[src/sv/apbt_pkg.sv]
// Package: shared types, codes and widths of the affine point/box transform.
`timescale 1ns / 1ps

package apbt_pkg;

   localparam int COORD_W   = 32;
   localparam int OPND_W    = 33;
   localparam int PROD_W    = 65;
   localparam int SUM_W     = 68;
   localparam int DET_W     = 65;
   localparam int DMAG_W    = 64;
   localparam int DIV_QBITS = 33;
   localparam int DIV_LAT   = DIV_QBITS + 2;
   // edges from acceptance to the edge that takes the result
   localparam int ITEM_LAT  = DIV_LAT + 5;

   localparam logic [COORD_W-1:0] COORD_MAX  = 32'h7FFF_FFFF;
   localparam logic [COORD_W-1:0] COORD_MIN  = 32'h8000_0000;
   localparam logic [COORD_W-1:0] COEF_UNITY = 32'h0001_0000;

   typedef enum logic [2:0] {
      CMD_PT_FWD = 3'd0,
      CMD_PT_INV = 3'd1,
      CMD_DT_FWD = 3'd2,
      CMD_DT_INV = 3'd3,
      CMD_BX_FWD = 3'd4,
      CMD_BX_INV = 3'd5
   } apbt_cmd_type;

   typedef enum logic [2:0] {
      REG_COEF_XX = 3'd0,
      REG_COEF_XY = 3'd1,
      REG_COEF_YX = 3'd2,
      REG_COEF_YY = 3'd3,
      REG_SHIFT_X = 3'd4,
      REG_SHIFT_Y = 3'd5
   } apbt_reg_type;

   typedef enum logic [1:0] {
      ST_OK        = 2'd0,
      ST_SINGULAR  = 2'd1,
      ST_SATURATED = 2'd2
   } apbt_status_type;

   typedef struct packed {
      logic [2:0]                cmd;
      logic signed [COORD_W-1:0] in_x0;
      logic signed [COORD_W-1:0] in_y0;
      logic signed [COORD_W-1:0] in_x1;
      logic signed [COORD_W-1:0] in_y1;
   } apbt_req_type;

   typedef struct packed {
      logic signed [COORD_W-1:0] out_x0;
      logic signed [COORD_W-1:0] out_y0;
      logic signed [COORD_W-1:0] out_x1;
      logic signed [COORD_W-1:0] out_y1;
      apbt_status_type           status;
   } apbt_rsp_type;

   typedef struct packed {
      logic valid;
      logic inverse;
      logic shift;
      logic box;
      logic singular;
      logic blank;
   } apbt_ctrl_type;

   typedef struct packed {
      apbt_ctrl_type            ctrl;
      logic signed [OPND_W-1:0] x0;
      logic signed [OPND_W-1:0] x1;
      logic signed [OPND_W-1:0] y0;
      logic signed [OPND_W-1:0] y1;
   } apbt_word_type;

   typedef struct packed {
      logic [DMAG_W-1:0] mag;
      logic              neg;
   } apbt_det_type;

   typedef struct packed {
      logic                      sat;
      logic signed [COORD_W-1:0] x;
      logic signed [COORD_W-1:0] y;
   } apbt_corner_type;

endpackage

[src/sv/apbt_queue.sv]
// Two-word queue between the classifying front and the arithmetic back.
`timescale 1ns / 1ps

module apbt_queue import apbt_pkg::*; (
   input  logic          clock,
   input  logic          reset,
   input  logic          push,
   input  apbt_word_type push_word,
   output logic          full,
   input  logic          pop,
   output logic          valid,
   output apbt_word_type word
);

   localparam int DEPTH = 2;
   localparam int PTR_W = $clog2(DEPTH);
   localparam int CNT_W = $clog2(DEPTH + 1);

   apbt_word_type      mem_ff [DEPTH];
   logic [PTR_W-1:0]   wr_ff, wr_in, rd_ff, rd_in;
   logic [CNT_W-1:0]   cnt_ff, cnt_in;

   assign valid = (cnt_ff != '0);
   assign full  = (cnt_ff == CNT_W'(DEPTH));
   assign word  = mem_ff[rd_ff];

   always_comb begin
      wr_in  = push ? ((wr_ff == PTR_W'(DEPTH - 1)) ? '0 : wr_ff + 1'b1) : wr_ff;
      rd_in  = pop ? ((rd_ff == PTR_W'(DEPTH - 1)) ? '0 : rd_ff + 1'b1) : rd_ff;
      cnt_in = cnt_ff + CNT_W'(push) - CNT_W'(pop);
   end

   always_ff @(posedge clock) begin
      if (reset) begin
         wr_ff  <= '0;
         rd_ff  <= '0;
         cnt_ff <= '0;
      end else begin
         wr_ff  <= wr_in;
         rd_ff  <= rd_in;
         cnt_ff <= cnt_in;
      end
      if (push) begin
         mem_ff[wr_ff] <= push_word;
      end
   end

endmodule

[config.mk]
export PLATFORM = sky130hd
export DESIGN_NAME = apbt_queue
export DESIGN_NICKNAME = d
export VERILOG_FILES = /design/src/sv/apbt_pkg.sv /design/src/sv/apbt_queue.sv
export SDC_FILE = /design/constraint.sdc
export NUM_CORES = 1
export LEC_CHECK = 0
export BUFFER_PORTS_ARGS = -buffer_cell sky130_fd_sc_hd__buf_2
export CORE_MARGIN = 2
export CORE_UTILIZATION = 44
export CTS_CLUSTER_SIZE = 28
export DETAILED_ROUTE_END_ITERATION = 8
export GPL_TIMING_DRIVEN = 0
export PLACE_DENSITY = 0.69
export SLEW_MARGIN = 20
export SYNTH_ARGS = -nofsm -noshare
export SYNTH_HDL_FRONTEND = slang
export SYNTH_SLANG_ARGS = --single-unit
[constraint.sdc]
create_clock -name clock -period 22 [get_ports clock]
set_input_delay 5.5 -clock clock [delete_from_list [all_inputs] [get_ports clock]]
set_output_delay 5.5 -clock clock [all_outputs]
set_load 0.02 [all_outputs]
==> results.cfg, run 1 <==
[drt]
drt_iter0_markers = 258
drc = 0
vias_per_cell = 4.86
wl_mm = 19.3
postRouteAntennaNets = 0
dr_total_vias = 5237
drt-pass1-iter-count = 4
post_drt_wl_per_cell_um = 17.9

[layout]
nets = 913
area_delta_synth_final_pct = 28.3
drive_gt1_share_pct = 61.8
multiInputGateArea_mm2 = 0.00168
stdcell_area_mm2 = 0.0131
fillCellCount = 1724
seq_area_mm2 = 0.00839

[grt]
grt_first_pass_wirelength_mm = 29.0
antenna_found_initial = 2
grt-ovfl-total = 0
grt_max_degree = 55
grt.total_usage_pct = 15.1
grt_pass1_vias = 5599

[setup_path]
worstPathRequired_ns = 16.50
worst-setup-path-type = reg -> out
cp.buffers_inverters = 3
max_stage_delay_ns = 0.38
rr_startpoint = wr_ff$_SDFFE_PP0P_
worstReg2RegEnd = mem_ff[1][14]$_DFFE_PP_
cp_cell_sequence = buf_6 -> buf_6 -> mux2_2 -> buf_2
reg2reg_slack_ns = 20.08
r2r_cells = 3
crit_path_start_kind = flip-flop
cp_num_cells = 4
critPathArrivalTime_ns = 1.84
cpMaxStageDelayCell = dfxtp_1
crit_path_end_kind = output port
crit_fanout = 10
endpoint = word[88]
cp_top_family = buffers and inverters
crit_top_cell = buf_6

[sta]
period_needed_ns = 7.34
fmax_mhz = 136
tns_ns = 0
skew_ns = 0.0157
drv_slew = 0
whs_ns = 0.530
worst_slew_pin_slew_ns = 0.521
hold_violations = 0
grt_setup_unrepaired = no
fin_crit_sh_pct = 33.4
slew_headroom_pct = 65.3
finalSetupViolCount = 0

[clock_tree]
cts_sinks = 281
root_buffer = clkbuf_16
htreeDepth = 1
cts_resized = 0
numCtsBuffers = 28
post-cts-setup-buffer-count = 0
hold_buffers = 0
cts_tree = built
clk_latency_ns = 0.53
clk_path_buf_depth = 3
clkTransAtPathRegs_ns = 0.06

[synthesis]
synth_top_area_share_pct = 81.1
synth_area_leaders = edfxtp_1, mux2_2, buf_6
synth_largest_area_cell = edfxtp_1
yosys.cell_types.count = 13
synth_area_per_cell_um2 = 22.7
synth_cells = 450
yosys_warnings = 0
synth-edff-count = 276
synth_most_common_cell = edfxtp_1
seq_area_frac_synth_pct = 82.0
ys.flop_type = edfxtp_1
async_reset_ff_share_pct = 0
netlist_area_mm2 = 0.0102
yosys-top-cells-count = edfxtp_1, mux2_2, buf_6
synth-seq-cells = 281
syn_nets = 594

[worst_hold_path]
hold_path.class = reg -> reg

[placed_design]
place.port_buffers = 281
gp_congestion = 0.709
placed_area_mm2 = 0.0122
dp_hpwl_mm = 13.5

[floorplan]
die_height_um = 156
start_util_pct = 45.0
coreArea_mm2 = 0.0227
rows = 55
die_area_mm2 = 0.0245
fp.dieW_um = 156
io_pins = 282

[power_and_ir_drop]
peakVddDrop_mv = 0.0707
power_density_mw_per_mm2 = 96.1
leakagePower_uw = 0.00495

[flow_run]
drv_cap = 0

[status]
status = complete, no violations
==> layout by cell type (no fill, tap or decap), drive strengths merged, types with 2 or more instances in the layout <==
| cell | Yosys | routed |
|---|---|---|
| inv | 2 | 3 |
| nor2b | 3 | 3 |
| clkbuf | 0 | 32 |
| bufinv | 0 | 3 |
| clkinv | 0 | 13 |
| buf | 15 | 304 |
| edfxtp | 276 | 276 |
| clkinvlp | 0 | 3 |
| ha | 2 | 2 |
| xnor2 | 2 | 2 |
| mux2 | 138 | 138 |
| dfxtp | 5 | 5 |
| nor2 | 4 | 4 |
==> where the power goes <==
part | internal, uW | total (uW) | switching, uW
Combinational | 69.0 | 162 | 93.4
Clock | 276 | 466 | 189
Sequential | 625 | 632 | 7.45
Total | 970 | 1260 | 290
==> worst min path at each step <==
stage	startpoint	end	slack, ns	cells after the start
floorplan	rd_ff$_SDFFE_PP0P_	flip-flop	0.48	2
global placement	rd_ff$_SDFFE_PP0P_	flip-flop	0.50	2
detailed placement	rd_ff$_SDFFE_PP0P_	rd_ff$_SDFFE_PP0P_	0.51	2
CTS	rd_ff$_SDFFE_PP0P_	rd_ff$_SDFFE_PP0P_	0.53	2
global route	rd_ff$_SDFFE_PP0P_	rd_ff$_SDFFE_PP0P_	0.55	2
finish	rd_ff$_SDFFE_PP0P_	rd_ff$_SDFFE_PP0P_	0.53	2
==> final cells by class <==
class                      count  area share, %
antenna                        1         0.0191
buffer                        15           1.24
clock buffer                  32           5.62
clock inverter                20           1.46
inverter                       2         0.0572
multi-input combinational    152           12.8
sequential                   281           63.9
tap                          285           2.72
timing repair buffer         289           12.2
==> kinds of logic (layout without fill, tap and decap cells) <==
logic type               after synthesis  in the layout  share of synthesized area (%)
AND/OR/NAND/NOR                        9              9                          0.453
flip-flops                           281            281                           82.0
multiplexers                         138            138                           15.2
buffers and inverters                 17            358                           1.66
adder cells (fa/ha/maj)                2              2                          0.245
other                                  0              1                              0
XOR/XNOR                               3              3                          0.392
==> worst register-to-register path, stage by stage, from the launching register on <==
cell and delay [ns]:
dfxtp_1 0.40, and2_4 0.50, buf_16 0.33, buf_16 0.33
==> registers in the layout (all words and copies together), names as in the netlist, named ones only <==
signal  count
cnt_ff      2
wr_ff       1
rd_ff       1
mem_ff    276
==> through the flow <==
step,util [%],setup WS (ns),total power (uW),std cells
4_1_cts,57.8,14.59,1280,1076
5_1_grt,57.8,14.55,1310,1077
6_report,57.8,14.66,1260,1077
3_3_place_gp,52.8,6.85,804,1016
3_5_place_dp,53.7,14.82,808,1024
2_1_floorplan,-,9.87,748,450
==> per-layer routing <==
layer  vias up  global-route usage (%)  wire length [um]  part of all wire (%)
met2       208                    27.3              9900                    51
met1      2534                    16.2              7040                    36
met4         2                    6.73               798                   4.1
met5         -                       0                12                 0.062
li1       2433                       -                 -                     -
met3        60                    4.93              1580                   8.2
Note: power is estimated with default switching activity, not from simulation.
==> run 2: changes to the inputs <==
==> constraint.sdc (replaced) <==
create_clock -name clock -period 7.36 [get_ports clock]
set_input_delay 1.84 -clock clock [delete_from_list [all_inputs] [get_ports clock]]
set_output_delay 1.84 -clock clock [all_outputs]
set_load 0.02 [all_outputs]
==> results.cfg, run 2 (synthesis results as in run 1) <==
[power_and_ir_drop]
leakagePower_uw = 0.00495
peakVddDrop_mv = 0.205
p_clk_share_pct = 37.7
swShare_pct = 22.9
power_frac_seq_pct = 49.6
power_uw = 3810
power_density_mw_per_mm2 = 291
p_switching_uw = 872
internal-power_uw = 2940
p_comb_share_pct = 12.7

[sta]
hold_violations = 0
worst_slew_pin_slew_ns = 0.560
grt_setup_unrepaired = no
period_needed_ns = 3.70
fin_crit_sh_pct = 50.3
slew_headroom_pct = 62.6
fmax_mhz = 270
skew_ns = 0.00927
drv_slew = 0
finalSetupViolCount = 0

[floorplan]
coreArea_mm2 = 0.0227
die_height_um = 156
start_util_pct = 45.0
die_area_mm2 = 0.0245
rows = 55
io_pins = 282
fp.dieW_um = 156

[drt]
drc = 0
drt_iter0_markers = 195
vias_per_cell = 4.86
postRouteAntennaNets = 0
wl_mm = 19.6
post_drt_wl_per_cell_um = 18.1
drt-pass1-iter-count = 4
dr_total_vias = 5251

[status]
status = complete, no violations

[clock_tree]
post-cts-setup-buffer-count = 0
cts_resized = 0
clk_path_buf_depth = 3
numCtsBuffers = 30
htreeDepth = 1
cts_sinks = 281
hold_buffers = 0
clkTransAtPathRegs_ns = 0.06
clk_latency_ns = 0.53
root_buffer = clkbuf_16
cts_tree = built

[grt]
antenna_found_initial = 2
grt-ovfl-total = 0
grt.total_usage_pct = 15.3
grt_pass1_vias = 5644
grt_first_pass_wirelength_mm = 29.2
grt_max_degree = 58

[setup_path]
critPathArrivalTime_ns = 1.86
worst-setup-path-type = reg -> out
crit_path_end_kind = output port
crit_path_start_kind = flip-flop
rr_startpoint = wr_ff$_SDFFE_PP0P_
crit_fanout = 10
worstPathRequired_ns = 5.52

[layout]
stdcell_area_mm2 = 0.0131
drive_gt1_share_pct = 61.0
layout_commonest_cell = buf_2
area_delta_synth_final_pct = 28.4
regMostFlops = mem_ff
biggestRegsByFlops = mem_ff (276), cnt_ff (2)
final_cell_mix = buf_2, edfxtp_1, mux2_2
largest_reg_flops = 276
nets = 914

[worst_hold_path]
hold_path.class = reg -> reg
min-delay-start = rd_ff$_SDFFE_PP0P_

[flow_run]
drv_cap = 0

[placed_design]
placed_area_mm2 = 0.0122
gp_congestion = 0.712
dp_hpwl_mm = 13.5
place.port_buffers = 281
[run 2: worst max-delay path, stage by stage, from the launching register on]
cell	delay [ns]
dfxtp_1	0.38
buf_6	0.23
buf_6	0.18
mux2_2	0.37
buf_2	0.16
[run 2: metal layers]
layer	vias up	share of wire, %	track usage (%)
li1	2435	-	-
met4	2	2.8	4.89
met3	42	8.7	5.70
met2	212	50	27.2
met5	-	0.036	0
met1	2560	38	17.2
[run 2: worst paths after layout]
| path | endpoint | slack [ns] | depth (start not counted) |
|---|---|---|---|
| worst max-delay path | word[56] | 3.66 | 4 |
| worst min-delay path | flip-flop | 0.55 | 2 |
| worst max register to register | mem_ff[0][50]$_DFFE_PP_ | 5.50 | 4 |
| worst min register to register | flip-flop | 0.55 | 2 |
[run 2: final cells by class]
class	instances	area, um^2
Tap cell	285	357
Multi-Input combinational cell	152	1680
Fill cell	1718	9580
Inverter	2	7.51
Buffer	15	163
Clock buffer	38	802
Timing Repair Buffer	288	1580
Clock inverter	18	156
Antenna cell	1	2.50
Sequential cell	281	8390
[run 2: power by group through the flow]
| stage | Sequential (uW) | Clock [uW] | Combinational [uW] |
|---|---|---|---|
| 2_1_floorplan | 1930 | 0 | 300 |
| 3_3_place_gp | 1940 | 0 | 461 |
| 3_5_place_dp | 1930 | 0 | 489 |
| 4_1_cts | 1890 | 1480 | 491 |
| 5_1_grt | 1900 | 1540 | 518 |
| 6_report | 1890 | 1440 | 483 |
[run 2: stage by stage]
step / hold WS, ns / instances / worst slack [ns] / utilization (%) / setup TNS [ns]
floorplan: 0.480 / 450 / 1.48 / - / 0
global placement: 0.494 / 1016 / -0.294 / 52.8 / -39.47
detailed placement: 0.540 / 1023 / 3.83 / 53.6 / 0
CTS: 0.569 / 1079 / 3.59 / 57.8 / 0
global route: 0.590 / 1079 / 3.55 / 57.8 / 0
finish: 0.546 / 1080 / 3.66 / 57.8 / 0
